**src/rtl/core/ipth_pkg.sv**
```systemverilog
// Shared types, protocol codes and port service tables for the IPv4 TCP/UDP
// header parser. Used by ipth_capture, ipth_record and the top level.
// No dependencies.
package ipth_pkg;

  localparam logic [6:0] LINK_ETH_BYTES = 7'd14;

  localparam logic [7:0] PROTO_ICMP = 8'd1;
  localparam logic [7:0] PROTO_IGMP = 8'd2;
  localparam logic [7:0] PROTO_TCP  = 8'd6;
  localparam logic [7:0] PROTO_UDP  = 8'd17;

  localparam logic [3:0] IP_VERSION_4 = 4'd4;

  localparam logic [2:0] CLASS_OTHER = 3'd0;
  localparam logic [2:0] CLASS_TCP   = 3'd1;
  localparam logic [2:0] CLASS_UDP   = 3'd2;
  localparam logic [2:0] CLASS_ICMP  = 3'd3;
  localparam logic [2:0] CLASS_IGMP  = 3'd4;

  localparam logic [4:0] SVC_UNKNOWN = 5'd0;
  localparam logic [4:0] SVC_MAX     = 5'd27;

  // TCP header flag bits in the low flags byte.
  localparam int TCP_FIN_BIT = 0;
  localparam int TCP_SYN_BIT = 1;
  localparam int TCP_RST_BIT = 2;
  localparam int TCP_PSH_BIT = 3;
  localparam int TCP_ACK_BIT = 4;

  // Header fields captured from one frame, handed over on its last byte.
  typedef struct packed {
    logic        mac_en;
    logic [47:0] dest_mac;
    logic [47:0] source_mac;
    logic [7:0]  version_ihl;
    logic [15:0] total_length;
    logic [7:0]  protocol;
    logic [31:0] src_ip;
    logic [31:0] dst_ip;
    logic [31:0] ports;
    logic [15:0] udp_length;
    logic [15:0] tcp_offset_flags;
  } frame_t;

  // One result record.
  typedef struct packed {
    logic        is_ipv4;
    logic [31:0] packet_number;
    logic [2:0]  proto_class;
    logic [31:0] source_ip;
    logic [31:0] dest_ip;
    logic [15:0] source_port;
    logic [15:0] dest_port;
    logic [15:0] length_value;
    logic [4:0]  tcp_flag_bits;
    logic [4:0]  service_code;
    logic [47:0] dest_mac;
    logic [47:0] source_mac;
  } rec_t;

  function automatic logic [4:0] tcp_service(input logic [15:0] port);
    logic [4:0] code;
    unique case (port)
      16'd20:  code = 5'd1;
      16'd21:  code = 5'd2;
      16'd22:  code = 5'd3;
      16'd23:  code = 5'd4;
      16'd25:  code = 5'd5;
      16'd53:  code = 5'd6;
      16'd80:  code = 5'd7;
      16'd110: code = 5'd8;
      16'd143: code = 5'd9;
      16'd179: code = 5'd10;
      16'd389: code = 5'd11;
      16'd443: code = 5'd12;
      16'd445: code = 5'd13;
      16'd587: code = 5'd14;
      16'd636: code = 5'd15;
      16'd993: code = 5'd16;
      default: code = SVC_UNKNOWN;
    endcase
    return code;
  endfunction

  // UDP codes follow the TCP codes, so the first UDP entry is 17.
  function automatic logic [4:0] udp_service(input logic [15:0] port);
    logic [4:0] code;
    unique case (port)
      16'd22:  code = 5'd17;
      16'd53:  code = 5'd18;
      16'd67:  code = 5'd19;
      16'd68:  code = 5'd20;
      16'd69:  code = 5'd21;
      16'd123: code = 5'd22;
      16'd161: code = 5'd23;
      16'd389: code = 5'd24;
      16'd443: code = 5'd25;
      16'd514: code = 5'd26;
      16'd636: code = 5'd27;
      default: code = SVC_UNKNOWN;
    endcase
    return code;
  endfunction

endpackage

```
**src/rtl/core/ipth_capture.sv**
```systemverilog
// Byte capture stage: tracks the offset in the frame and loads each header
// byte into its field. Depends on ipth_pkg.
module ipth_capture (
  input  logic            clk,
  input  logic            rst_n,
  input  logic            byte_valid,
  output logic            byte_ready,
  input  logic [7:0]      frame_byte,
  input  logic            last_byte,
  input  logic [6:0]      link_hdr,
  output logic            snap_valid,
  input  logic            snap_ready,
  output ipth_pkg::frame_t snap
);
  import ipth_pkg::*;

  logic        accept;
  logic [15:0] off_r;
  logic [47:0] dmac_r, dmac_nxt;
  logic [47:0] smac_r, smac_nxt;
  logic [7:0]  ver_r, ver_nxt;
  logic [15:0] tlen_r, tlen_nxt;
  logic [7:0]  proto_r, proto_nxt;
  logic [31:0] sip_r, sip_nxt;
  logic [31:0] dip_r, dip_nxt;
  logic [31:0] ports_r, ports_nxt;
  logic [15:0] ulen_r, ulen_nxt;
  logic [15:0] tof_r, tof_nxt;
  logic [15:0] base_ip;
  logic [15:0] base_tp;
  logic        snap_valid_r;
  frame_t      snap_r;

  assign accept     = byte_valid && byte_ready;
  assign byte_ready = !snap_valid_r || snap_ready;
  assign snap_valid = snap_valid_r;
  assign snap       = snap_r;

  always_comb begin
    dmac_nxt  = dmac_r;
    smac_nxt  = smac_r;
    ver_nxt   = ver_r;
    tlen_nxt  = tlen_r;
    proto_nxt = proto_r;
    sip_nxt   = sip_r;
    dip_nxt   = dip_r;
    ports_nxt = ports_r;
    ulen_nxt  = ulen_r;
    tof_nxt   = tof_r;
    base_ip   = {9'd0, link_hdr};

    // Fields are big endian: the first byte on the wire is the top byte.
    for (int j = 0; j < 6; j++) begin
      if (off_r == 16'(j))     dmac_nxt[8*(5-j) +: 8] = frame_byte;
      if (off_r == 16'(6 + j)) smac_nxt[8*(5-j) +: 8] = frame_byte;
    end
    if (off_r == base_ip) ver_nxt = frame_byte;
    for (int j = 0; j < 2; j++) begin
      if (off_r == base_ip + 16'(2 + j)) tlen_nxt[8*(1-j) +: 8] = frame_byte;
    end
    if (off_r == base_ip + 16'd9) proto_nxt = frame_byte;
    for (int j = 0; j < 4; j++) begin
      if (off_r == base_ip + 16'(12 + j)) sip_nxt[8*(3-j) +: 8] = frame_byte;
      if (off_r == base_ip + 16'(16 + j)) dip_nxt[8*(3-j) +: 8] = frame_byte;
    end

    // The transport header starts after the IPv4 header length, which may
    // have arrived in this very byte.
    base_tp = base_ip + {10'd0, ver_nxt[3:0], 2'b00};
    for (int j = 0; j < 4; j++) begin
      if (off_r == base_tp + 16'(j)) ports_nxt[8*(3-j) +: 8] = frame_byte;
    end
    for (int j = 0; j < 2; j++) begin
      if (off_r == base_tp + 16'(4 + j))  ulen_nxt[8*(1-j) +: 8] = frame_byte;
      if (off_r == base_tp + 16'(12 + j)) tof_nxt[8*(1-j) +: 8]  = frame_byte;
    end
  end

  always_ff @(posedge clk) begin
    if (!rst_n) begin
      off_r   <= '0;
      dmac_r  <= '0;
      smac_r  <= '0;
      ver_r   <= '0;
      tlen_r  <= '0;
      proto_r <= '0;
      sip_r   <= '0;
      dip_r   <= '0;
      ports_r <= '0;
      ulen_r  <= '0;
      tof_r   <= '0;
    end else if (accept) begin
      if (last_byte) begin
        off_r   <= '0;
        dmac_r  <= '0;
        smac_r  <= '0;
        ver_r   <= '0;
        tlen_r  <= '0;
        proto_r <= '0;
        sip_r   <= '0;
        dip_r   <= '0;
        ports_r <= '0;
        ulen_r  <= '0;
        tof_r   <= '0;
      end else begin
        if (off_r != 16'hFFFF) off_r <= off_r + 16'd1;
        dmac_r  <= dmac_nxt;
        smac_r  <= smac_nxt;
        ver_r   <= ver_nxt;
        tlen_r  <= tlen_nxt;
        proto_r <= proto_nxt;
        sip_r   <= sip_nxt;
        dip_r   <= dip_nxt;
        ports_r <= ports_nxt;
        ulen_r  <= ulen_nxt;
        tof_r   <= tof_nxt;
      end
    end
  end

  always_ff @(posedge clk) begin
    if (!rst_n) begin
      snap_valid_r <= 1'b0;
    end else if (accept && last_byte) begin
      snap_valid_r <= 1'b1;
    end else if (snap_ready) begin
      snap_valid_r <= 1'b0;
    end
  end

  always_ff @(posedge clk) begin
    if (accept && last_byte) begin
      snap_r.mac_en           <= (link_hdr == LINK_ETH_BYTES);
      snap_r.dest_mac         <= dmac_nxt;
      snap_r.source_mac       <= smac_nxt;
      snap_r.version_ihl      <= ver_nxt;
      snap_r.total_length     <= tlen_nxt;
      snap_r.protocol         <= proto_nxt;
      snap_r.src_ip           <= sip_nxt;
      snap_r.dst_ip           <= dip_nxt;
      snap_r.ports            <= ports_nxt;
      snap_r.udp_length       <= ulen_nxt;
      snap_r.tcp_offset_flags <= tof_nxt;
    end
  end

  // A frame always starts again at offset zero after its last byte.
  assert property (@(posedge clk) disable iff (!rst_n)
    accept && last_byte |=> off_r == 16'd0 && ver_r == 8'd0)
    else $error("frame state not cleared after last byte");

endmodule

```
**src/rtl/core/ipth_record.sv**
```systemverilog
// Record stage: classifies the captured header, computes payload length,
// flags and service code, numbers IPv4 packets and holds the result register.
// Depends on ipth_pkg.
module ipth_record #(
  parameter int COUNTER_BITS = 32
) (
  input  logic             clk,
  input  logic             rst_n,
  input  logic             snap_valid,
  output logic             snap_ready,
  input  ipth_pkg::frame_t snap,
  output logic             rec_valid,
  input  logic             rec_ready,
  output ipth_pkg::rec_t   rec
);
  import ipth_pkg::*;

  logic                    snap_move;
  logic [COUNTER_BITS-1:0] cnt_r;
  logic                    rec_valid_r;
  rec_t                    rec_r, rec_nxt;
  logic                    ipv4;
  logic [15:0]             sport, dport;
  logic [15:0]             hdr_len;
  logic [15:0]             tcp_len;
  logic [7:0]              fl;
  logic [4:0]              tcp_flags;
  logic [4:0]              svc_tcp, svc_udp;

  assign snap_ready = !rec_valid_r || rec_ready;
  assign snap_move  = snap_valid && snap_ready;
  assign rec_valid  = rec_valid_r;
  assign rec        = rec_r;

  always_comb begin
    ipv4    = (snap.version_ihl[7:4] == IP_VERSION_4);
    sport   = snap.ports[31:16];
    dport   = snap.ports[15:0];
    hdr_len = {10'd0, snap.version_ihl[3:0], 2'b00} +
              {10'd0, snap.tcp_offset_flags[15:12], 2'b00};
    tcp_len = (snap.total_length > hdr_len) ? snap.total_length - hdr_len : 16'd0;
    fl      = snap.tcp_offset_flags[7:0];
    tcp_flags = {fl[TCP_RST_BIT], fl[TCP_PSH_BIT], fl[TCP_FIN_BIT],
                 fl[TCP_ACK_BIT], fl[TCP_SYN_BIT]};
    // The source port wins when both ports are known services.
    svc_tcp = (tcp_service(sport) != SVC_UNKNOWN) ? tcp_service(sport) : tcp_service(dport);
    svc_udp = (udp_service(sport) != SVC_UNKNOWN) ? udp_service(sport) : udp_service(dport);

    rec_nxt            = '0;
    rec_nxt.dest_mac   = snap.mac_en ? snap.dest_mac : 48'd0;
    rec_nxt.source_mac = snap.mac_en ? snap.source_mac : 48'd0;
    if (ipv4) begin
      rec_nxt.is_ipv4       = 1'b1;
      rec_nxt.packet_number = 32'(cnt_r);
      rec_nxt.source_ip     = snap.src_ip;
      rec_nxt.dest_ip       = snap.dst_ip;
      case (snap.protocol)
        PROTO_TCP: begin
          rec_nxt.proto_class   = CLASS_TCP;
          rec_nxt.source_port   = sport;
          rec_nxt.dest_port     = dport;
          rec_nxt.length_value  = tcp_len;
          rec_nxt.tcp_flag_bits = tcp_flags;
          rec_nxt.service_code  = svc_tcp;
        end
        PROTO_UDP: begin
          rec_nxt.proto_class  = CLASS_UDP;
          rec_nxt.source_port  = sport;
          rec_nxt.dest_port    = dport;
          rec_nxt.length_value = snap.udp_length;
          rec_nxt.service_code = svc_udp;
        end
        PROTO_ICMP: rec_nxt.proto_class = CLASS_ICMP;
        PROTO_IGMP: rec_nxt.proto_class = CLASS_IGMP;
        default:    rec_nxt.proto_class = CLASS_OTHER;
      endcase
    end
  end

  always_ff @(posedge clk) begin
    if (!rst_n) begin
      rec_valid_r <= 1'b0;
      cnt_r       <= COUNTER_BITS'(1);
    end else begin
      if (snap_move) begin
        rec_valid_r <= 1'b1;
      end else if (rec_ready) begin
        rec_valid_r <= 1'b0;
      end
      if (snap_move && ipv4) cnt_r <= cnt_r + COUNTER_BITS'(1);
    end
  end

  always_ff @(posedge clk) begin
    if (snap_move) rec_r <= rec_nxt;
  end

  assert property (@(posedge clk) disable iff (!rst_n)
    !(snap_move && ipv4) |=> $stable(cnt_r))
    else $error("packet counter moved without an IPv4 record");

  assert property (@(posedge clk) disable iff (!rst_n)
    rec_valid_r && !rec_r.is_ipv4 |->
      rec_r.packet_number == 32'd0 && rec_r.proto_class == CLASS_OTHER &&
      rec_r.source_ip == 32'd0 && rec_r.length_value == 16'd0)
    else $error("non-IPv4 record carries IP fields");

  assert property (@(posedge clk) disable iff (!rst_n)
    rec_valid_r && rec_r.proto_class != CLASS_TCP |-> rec_r.tcp_flag_bits == 5'd0)
    else $error("TCP flags on a non-TCP record");

  assert property (@(posedge clk) disable iff (!rst_n)
    rec_valid_r |-> rec_r.service_code <= SVC_MAX &&
      (rec_r.proto_class == CLASS_TCP || rec_r.proto_class == CLASS_UDP ||
       rec_r.service_code == SVC_UNKNOWN))
    else $error("service code out of range for protocol class");

endmodule

```
**src/rtl/core/ipv4_tcp_udp_header_parser_unit.sv**
```systemverilog
// IPv4 TCP/UDP header parser, top level: configuration register, byte
// capture stage and record stage. Depends on ipth_pkg, ipth_capture and
// ipth_record.
//
// Usage:
//   The in_ channel takes one frame byte per transfer in wire order, with
//   in_tlast on the final captured byte. Each frame produces exactly one
//   record on the out_ channel, after its last byte; other bytes produce none.
//   The block takes one byte every cycle while in_tready is high. A record
//   passes through the capture register, then out_tvalid rises with the
//   result register. Frames may follow back to back, last byte after last
//   byte, one record per cycle while out_tready stays high.
//   cfg_wr_en writes the link header length; 14 selects Ethernet with MACs.
//   Write it only between frames, with no record pending.
//   Reset clears the frame state, sets the link header length to 14 and the
//   IPv4 packet number to one.
//   When the receiver holds out_tready low, the record waits in the result
//   register and one more frame can complete into the capture register; once
//   that frame is held, in_tready stays low for every byte until the receiver
//   takes the waiting record.
module ipv4_tcp_udp_header_parser_unit #(
  parameter int COUNTER_BITS = 32
) (
  input  logic         clk,
  input  logic         rst_n,
  input  logic         cfg_wr_en,
  input  logic [6:0]   cfg_wr_data,    // link_header_bytes
  input  logic         in_tvalid,
  output logic         in_tready,
  input  logic [7:0]   in_tdata,       // [7:0] frame_byte
  input  logic         in_tlast,
  output logic         out_tvalid,
  input  logic         out_tready,
  output logic [255:0] out_tdata,      // packet_number, source_ip, dest_ip,
                                       // source_port, dest_port, length_value,
                                       // tcp_flag_bits, service_code,
                                       // dest_mac, source_mac, zero pad
  output logic [3:0]   out_tuser       // is_ipv4, proto_class
);
  import ipth_pkg::*;

  logic [6:0] link_hdr_r;
  logic       snap_valid;
  logic       snap_ready;
  frame_t     snap;
  rec_t       rec;

  always_ff @(posedge clk) begin
    if (!rst_n) begin
      link_hdr_r <= LINK_ETH_BYTES;
    end else if (cfg_wr_en) begin
      link_hdr_r <= cfg_wr_data;
    end
  end

  ipth_capture u_capture (
    .clk        (clk),
    .rst_n      (rst_n),
    .byte_valid (in_tvalid),
    .byte_ready (in_tready),
    .frame_byte (in_tdata),
    .last_byte  (in_tlast),
    .link_hdr   (link_hdr_r),
    .snap_valid (snap_valid),
    .snap_ready (snap_ready),
    .snap       (snap)
  );

  ipth_record #(
    .COUNTER_BITS (COUNTER_BITS)
  ) u_record (
    .clk        (clk),
    .rst_n      (rst_n),
    .snap_valid (snap_valid),
    .snap_ready (snap_ready),
    .snap       (snap),
    .rec_valid  (out_tvalid),
    .rec_ready  (out_tready),
    .rec        (rec)
  );

  assign out_tdata = {6'd0, rec.source_mac, rec.dest_mac, rec.service_code,
                      rec.tcp_flag_bits, rec.length_value, rec.dest_port,
                      rec.source_port, rec.dest_ip, rec.source_ip,
                      rec.packet_number};
  assign out_tuser = {rec.proto_class, rec.is_ipv4};

endmodule

```
**config.mk**
```make
export PLATFORM = sky130hd
export DESIGN_NAME = ipv4_tcp_udp_header_parser_unit
export DESIGN_NICKNAME = d
export VERILOG_FILES = /design/src/rtl/core/ipth_pkg.sv /design/src/rtl/core/ipth_capture.sv /design/src/rtl/core/ipth_record.sv /design/src/rtl/core/ipv4_tcp_udp_header_parser_unit.sv
export SDC_FILE = /design/constraint.sdc
export NUM_CORES = 1
export LEC_CHECK = 0
export ABC_AREA = 1
export ABC_CLOCK_PERIOD_IN_PS = 21000
export BUFFER_PORTS_ARGS = -buffer_cell sky130_fd_sc_hd__buf_4
export CORE_MARGIN = 5
export CORE_UTILIZATION = 59
export DETAILED_ROUTE_END_ITERATION = 12
export PLACE_DENSITY = 0.79
export SLEW_MARGIN = 20
export SYNTH_ARGS = -nofsm -noshare
export SYNTH_HDL_FRONTEND = slang
export SYNTH_SLANG_ARGS = --single-unit
```
**constraint.sdc**
```tcl
create_clock -name clk -period 21 [get_ports clk]
set_input_delay 3.15 -clock clk [delete_from_list [all_inputs] [get_ports clk]]
set_output_delay 3.15 -clock clk [all_outputs]
set_load 0.1 [all_outputs]
```
* Yosys cells after proc, flatten, opt, wreduce, memory -nomap -nowiden
Index checks and enable logic that the tools add are counted.
Cells by class: add/subtract/negate cells 23, multiply operators 0, divide/modulo/power cells 0, order comparisons 1, equality and inequality tests 82, shifts and indexed selects 0, muxes and demuxes 60, bitwise logic cells 0, reductions and logical operators 16
Operators with widths (count):
- equality test 16 bit | 19
- 2-to-1 mux 8 bit | 34
- equality test 16 x 7 -> 1 bit (second input constant) | 12
- equality test 16 x 5 -> 1 bit (second input constant) | 10
- one-hot mux 5 bit (16 select lines) | 2
- 2-to-1 mux 158 bit | 1
- equality test 16 x 10 -> 1 bit (second input constant) | 8
- one-hot mux 5 bit (11 select lines) | 2
- equality test 16 x 8 -> 1 bit (second input constant) | 6
- equality test 16 x 9 -> 1 bit (second input constant) | 6
- 2-to-1 mux 16 bit | 6
- 2-to-1 mux 32 bit | 3
- 2-to-1 mux 48 bit | 2
- one-hot mux 48 bit (2 select lines) | 1
- equality test 16 x 3 -> 1 bit (second input constant) | 4
- equality test 16 x 4 -> 1 bit (second input constant) | 4
- adder 7 x 4 -> 8 bit (second input constant) | 5
- adder 16 x 1 -> 16 bit (second input constant) | 2
- adder 16 x 2 -> 16 bit (second input constant) | 2
- adder 16 x 3 -> 16 bit (second input constant) | 2
- adder 16 x 4 -> 16 bit (second input constant) | 2
- adder 32 x 1 -> 32 bit (second input constant) | 1
- adder 7 x 5 -> 8 bit (second input constant) | 4
- equality test 16 x 2 -> 1 bit (second input constant) | 2
- other kinds (26) | 42
Word-level totals: flip-flop bits (word level) 824, bits in latches 0, RAM bits 0, ROM bits 0, output and inout bits 262, word-level logic and storage cells 220, memories 0

* Depth between registers and ports, before layout
Gate-level depths: netlist of run 1.
depth in word-level cells 7, depth in mapped cells 30, depth with buffers taken out 28

* By module
Synthesis of run 1 repeated with hierarchy kept, for this count alone.
Unflattened totals: cells, all modules 4243, area total of the unflattened synthesis 37805.0 um2
Modules (own cells, without submodules):
- ipth_capture | times used 1, cells each 2785, area an instance 24029.3 um2, seq. area each 13182.6 um2
- ipth_record | times used 1, cells each 1413, area an instance 13451.7 um2, seq. area each 8287.9 um2
- ipv4_tcp_udp_header_parser_unit | times used 1, cells each 45, area an instance 324.1 um2, seq. area each 140.1 um2

* Worst setup path before layout of run 1
Ideal clock, no wire load.
path type in2reg, start input port out_tready, end register u_capture.snap_r, in the netlist u_capture.snap[0] (enable), library setup time 0.868 ns, arrival time 14.994 ns, data required time 20.132 ns, path slack 5.138 ns, stages 7, path through inv_1 -> nand2_1 -> nor2_1 -> inv_1 -> nand2_1 -> clkbuf_1 -> nor2_1
Between the ends: longest elaborated chain between the ends 4
Ends and longest elaborated chain:
- from (decl) | RTL line ipv4_tcp_udp_header_parser_unit.sv:33 | input logic out_tready,
- logical OR 1 bit | RTL line ipth_record.sv:30 | assign snap_ready = !rec_valid_r || rec_ready;
- logical OR 1 bit | RTL line ipth_capture.sv:35 | assign byte_ready = !snap_valid_r || snap_ready;
- named net in_tready | RTL line ipv4_tcp_udp_header_parser_unit.sv:29 | output logic in_tready,
- logical AND 1 bit | RTL line ipth_capture.sv:34 | assign accept = byte_valid && byte_ready;
- logical AND 1 bit | RTL line ipth_capture.sv:132 | if (accept && last_byte) begin
- to (decl) | RTL line ipth_capture.sv:32 | frame_t snap_r;
The timed path passes the listed nets, and every way through them passes these cells. A chain may end at the register's enable or synchronous reset.

* Final worst setup path of run 1
start input port out_tready, end output port in_tready
Between the ends: longest elaborated chain between the ends 2
Ends and longest elaborated chain (RTL line):
- logical OR 1 bit | ipth_record.sv:30
- logical OR 1 bit | ipth_capture.sv:35
- to (decl) | ipv4_tcp_udp_header_parser_unit.sv:29
No other way between the ends.

==> metrics.yaml, run 1 <==
status: "finished, final reports clean"
cts_hold_buf: 0
fin_crit_sh_pct: 34.36
ys_types: 52
die_w_um: 257.1
powerDensity_mw_per_mm2: 84.66
maxSlewViolCount: 0
grt_max_degree: 181
worstSkewPairLatency_ns: 0.64
htreeDepth: 3
worstPathArrival_ns: 4.07
cts.clk_slew.worst_paths_ns: 0.06
wl_met1_mm: 39.64
rows: 90
fin_skew_ns: 0.02637
drc_errors: 0
dieHeight_um: 257.1
p_clk_share_pct: 41.4
tightest_slew_ns: 1.075
drt-pass1-iter-count: 6
wl_per_cell_um: 18.69
holdWs_ns: 0.4622
hp-class: "reg -> reg"
drt_wl_total_mm: 95.67
synth_enable_flop_cells: 504
clock_sinks: 810
hpwlAfterDp_mm: 60.73
synth_area_mm2: 0.03602
core_region_area_mm2: 0.06047
grt_overflow: 0
crit_path_max_fanout: 3
relSlewSlack_pct: 28.35
p_seq_share_pct: 49.8
max_cap_violations: 0
cts.repair.resized: 0
top_layer: "met4"
fp.dieArea_mm2: 0.06609
timing.critical_path.from_type: "input port"
cts_tree: "built"
cts_buffers: 82
worst_ep_required_time_ns: 17.85
setup_viol: 0
final_nets: 4334
vdd_drop_max_mv: 0.07062
start_util_pct: 59.57
yosysWarnings: 0
io_buffers: 276
async_flop_share_pct: 0
dr_wl_met2_mm: 45.80
grt_pass1_wl_mm: 148.8
layout_common_cells: "nand2_1 (1171), edfxtp_1 (504), inv_1 (428)"
antenna_found_initial: 1
hold_viol_final: 0
grt_pass1_vias: 27170
ys_seq_area_share_pct: 59.02
syn2layout_area_growth_pct: 14.57
clockBufferDepth: 3
gp_congestion: 0.9559
fillerInstances: 4659
fmax_mhz: 138.6
via_count: 28580
min_period_ns: 7.215
power.internal_uw: 2620
p_comb_share_pct: 8.8
grt_usage_pct: 28.01
setup-tns-final_ns: 0
boundaryPins: 283
syn_area_per_cell_um2: 8.872
antenna_left: 0
yosys_most_used_dff: "edfxtp_1"
drive_gt1_share_pct: 11.23
leakagePower_uw: 0.01641
syn_inst: 4060
crit_type: "in -> out"
cp-end-kind: "output port"
p_sw_uw: 873.3
ys_ff_latch: 810
dr_wl_met3_mm: 6.995
post_cts_buffers: 0
swShare_pct: 25.00
drt-initial-drc-count: 2908
cts_root_buf: "clkbuf_16"
via_per_inst: 5.584
rsz0062_at_grt: "false"
layout_commonest_cell: "nand2_1"
==> cell families after synthesis <==
group | Yosys count | share of synthesized area, %
DFF | 810 | 59.02
AOI/OAI and AO/OA | 611 | 8.820
buffers and inverters | 625 | 6.742
and+or+nand+nor | 1903 | 22.10
xor gates and xnor gates | 65 | 1.674
other | 1 | 0.01041
adders and majority gates | 45 | 1.626
==> synthesized netlist by cell type, types with 3 or more instances <==
| cell type | number | share of area [%] |
|---|---|---|
| nand2_1 | 1173 | 12 |
| edfxtp_1 | 504 | 42 |
| inv_1 | 430 | 4.5 |
| a21oi_1 | 338 | 4.7 |
| nor2_1 | 310 | 3.2 |
| dfxtp_1 | 306 | 17 |
| o21ai_0 | 201 | 2.8 |
| nand3_1 | 186 | 2.6 |
| clkbuf_1 | 136 | 1.4 |
| nor3_1 | 79 | 1.1 |
| nand4_1 | 57 | 0.99 |
| xor2_1 | 43 | 1.0 |
| ha_1 | 42 | 1.5 |
| and2_1 | 29 | 0.50 |
| o21ai_1 | 29 | 0.40 |
| buf_2 | 24 | 0.33 |
| xnor2_1 | 19 | 0.46 |
| buf_1 | 13 | 0.14 |
| nor4_1 | 13 | 0.23 |
| nand3b_1 | 11 | 0.23 |
| nor2_2 | 11 | 0.19 |
| buf_4 | 10 | 0.21 |
| o21a_1 | 9 | 0.19 |
| o21ai_2 | 9 | 0.22 |
| o211ai_1 | 8 | 0.17 |
| nand2_2 | 7 | 0.12 |
| a211oi_1 | 5 | 0.10 |
| clkinv_1 | 5 | 0.052 |
| inv_2 | 5 | 0.052 |
| or2_2 | 5 | 0.087 |
| nand3_2 | 4 | 0.11 |
| nor3b_1 | 4 | 0.083 |
| fa_1 | 3 | 0.17 |
| nor2_4 | 3 | 0.094 |
| nor3_4 | 3 | 0.14 |
==> power groups by stage <==
stage | Sequential, uW | Combinational, uW | Clock, uW
finish | 1740 | 307 | 1450
global route | 1740 | 326 | 1530
CTS | 1740 | 306 | 1470
detailed placement | 1770 | 304 | 0
global placement | 1770 | 302 | 0
floorplan | 1870 | 133 | 0
==> layer usage <==
metal,up-vias,track usage (%)
li1,13760,-
met1,13510,38.11
met2,1113,46.30
met3,195,4.275
met4,0,9.902
met5,-,0
==> registers in the layout (all words and copies together) (netlist names) <==
register / count
link_hdr_r: 7
u_capture.dip_r: 32
u_capture.dmac_r: 48
u_capture.off_r: 16
u_capture.ports_r: 32
u_capture.proto_r: 8
u_capture.sip_r: 32
u_capture.smac_r: 48
u_capture.snap: 250
u_capture.snap_valid: 1
u_capture.tlen_r: 16
u_capture.tof_r: 9
u_capture.ulen_r: 16
u_capture.ver_r: 8
u_record.cnt_r: 32
u_record.rec: 254
u_record.rec_valid: 1
==> layout make-up <==
cell class,count,area [um^2],share of cell area (%)
repair buffers,304,2295,5.561
inverters,440,1667,4.039
multi-input cells,2630,12380,30.00
clock buffers,120,2346,5.685
clock inverters,31,336.6,0.8156
flip-flops and latches,810,21260,51.52
diodes,1,2.502,0.006064
well taps,782,978.4,2.371
==> worst max-delay path: stages <==
cell and delay, ns:
buf_4 0.12, inv_1 0.05, nand2_1 0.09, nor2_1 0.22, inv_1 0.17, buf_4 0.27
==> through the flow <==
step	util, %	instance area (um^2)	setup WS, ns	instances	power (uW)
2_1_floorplan	-	36040	5.138	4065	2003
3_3_place_gp	63.80	38580	13.79	4966	2074
3_5_place_dp	63.80	38580	13.79	4966	2077
4_1_cts	68.24	41260	13.78	5117	3510
5_1_grt	68.24	41270	13.74	5118	3601
6_report	68.24	41270	13.78	5118	3494
==> final timing paths <==
path,start,to,slack [ns],depth (start not counted)
worst max-delay path,out_tready,in_tready,13.78,6
worst min-delay path,u_capture.smac_r[12],u_capture.smac_r[12],0.46,2
worst max register to register,u_capture.off_r[8],u_capture.ports_r[24],14.85,18
worst min register to register,u_capture.smac_r[12],u_capture.smac_r[12],0.46,2
No activity file was read; power rests on OpenSTA's default activity.
==> inputs of run 2 (changes only) <==
- ABC_CLOCK_PERIOD_IN_PS: 21000 -> 6600
- CORE_UTILIZATION: 59 -> 54
- PLACE_DENSITY: 0.79 -> 0.76
- clock period: 21 -> 6.6 ns (I/O delays scaled with it)
==> metrics.yaml, run 2 (synthesis results as in run 1) <==
fin_crit_sh_pct: 85.48
fin_util_pct: 62.93
min_period_ns: 5.642
powerDensity_mw_per_mm2: 271.5
worstHoldPathCells: 2
design_area_mm2: 0.04152
post_cts_buffers: 0
rsz0062_at_grt: "false"
fillerInstances: 5357
n_antenna_cell: 0
grt_usage_pct: 25.66
hp-class: "reg -> reg"
reg2reg_slack_ns: 0.96
htreeDepth: 3
final_nets: 4338
worst_ep_required_time_ns: 7.09
drive_gt1_share_pct: 11.58
largest_register_ffs: 254
hold_start: "u_capture.ulen_r[4]"
dpl_cell_area_mm2: 0.03873
syn2layout_area_growth_pct: 15.27
io_buffers: 276
fp.dieArea_mm2: 0.07197
clockBufferDepth: 3
grt_max_degree: 173
via_count: 28270
clock_sinks: 810
drt_wl_total_mm: 95.30
cts.repair.resized: 0
rows: 94
fin_skew_ns: 0.01505
setup-tns-final_ns: 0
boundaryPins: 283
dieHeight_um: 268.3
setup_viol: 0
core_region_area_mm2: 0.06598
grt_pass1_wl_mm: 146.6
cp-end-kind: "flop"
setup.worst_path.start: "link_hdr_r[4]"
hpwlAfterDp_mm: 61.16
drt-initial-drc-count: 2914
cts_buffers: 83
grt_pass1_vias: 26170
gp_congestion: 0.9398
worstPathArrival_ns: 6.13
maxSlewViolCount: 0
leakagePower_uw: 0.01648
status: "finished, final reports clean"
fmax_mhz: 177.2
die_w_um: 268.3
cts_tree: "built"
cts.clk_slew.worst_paths_ns: 0.06
hold_viol_final: 0
max_cap_violations: 0
cts_root_buf: "clkbuf_16"
antenna_found_initial: 1
timing.critical_path.from_type: "flop"
drt-pass1-iter-count: 6
wl_per_cell_um: 18.31
r2r_cells: 25
antenna_left: 0
vdd_drop_max_mv: 0.2049
tightest_slew_ns: 1.153
layout_commonest_cell: "nand2_1"
via_per_inst: 5.430
relSlewSlack_pct: 23.16
start_util_pct: 54.59
cts_hold_buf: 0
grt_overflow: 0
layout_common_cells: "nand2_1 (1171), edfxtp_1 (504), inv_1 (427)"
r2r-start: "link_hdr_r[4]"
crit_path_max_fanout: 16
crit_type: "reg -> reg"
worstSkewPairLatency_ns: 0.64
drc_errors: 0
run 2: critical path, cell delays in order, from the launching register on:
cell     delay, ns
dfxtp_1       0.64
inv_2         0.20
nand2_1       0.12
nand2_2       0.16
nor2_1        0.24
inv_2         0.07
nor4_1        0.27
nand2_1       0.44
o21ai_2       0.33
ha_1          0.25
inv_1         0.07
fa_1          0.41
inv_1         0.12
nand2_1       0.07
nand2_1       0.21
nand3_2       0.24
nor2_2        0.49
nand2_1       0.09
nand2_1       0.10
nand2_1       0.07
nor2_2        0.28
nand2_1       0.28
nand2_1       0.14
nand2_1       0.07
nand2_1       0.06
a21oi_1       0.07
run 2: path summary, 6_finish.rpt:
check | to
hold / removal | u_capture.ulen_r[4]
setup / recovery | u_capture.ulen_r[12]
setup reg to reg | u_capture.ulen_r[12]
hold reg to reg | u_capture.ulen_r[4]
run 2: layer usage:
layer	vias to the layer above	track usage (%)	part of all wire, %
met5	-	0	0
met4	0	8.846	3.3
met3	176	3.443	6.6
met2	970	41.95	48
met1	13340	35.73	42
li1	13780	-	-
run 2: power breakdown:
part | internal (uW) | total (uW) | switching, uW
Combinational | 184 | 983 | 799
Sequential | 5480 | 5530 | 53.9
Clock | 2780 | 4760 | 1980
run 2: cell type report:
| cell class | instances | area, um^2 | area share, % |
|---|---|---|---|
| Inverter | 440 | 1667 | 4.014 |
| Clock inverter | 40 | 407.9 | 0.9824 |
| Sequential cell | 810 | 21260 | 51.21 |
| Timing Repair Buffer | 307 | 2342 | 5.641 |
| Multi-Input combinational cell | 2630 | 12380 | 29.82 |
| Tap cell | 864 | 1081 | 2.604 |
| Clock buffer | 115 | 2380 | 5.732 |
run 2: metrics by stage:
stage / instances / setup slack, ns / hold WS [ns] / total power [uW]
5_1_grt: 5206 / 0.4604 / 0.4740 / 11620
3_3_place_gp: 5051 / 1.271 / 0.4514 / 6612
3_5_place_dp: 5051 / 1.128 / 0.4552 / 6616
6_report: 5206 / 0.9582 / 0.4625 / 11270
2_1_floorplan: 4065 / 0.3113 / 0.4451 / 6349
4_1_cts: 5206 / 1.107 / 0.4645 / 11340
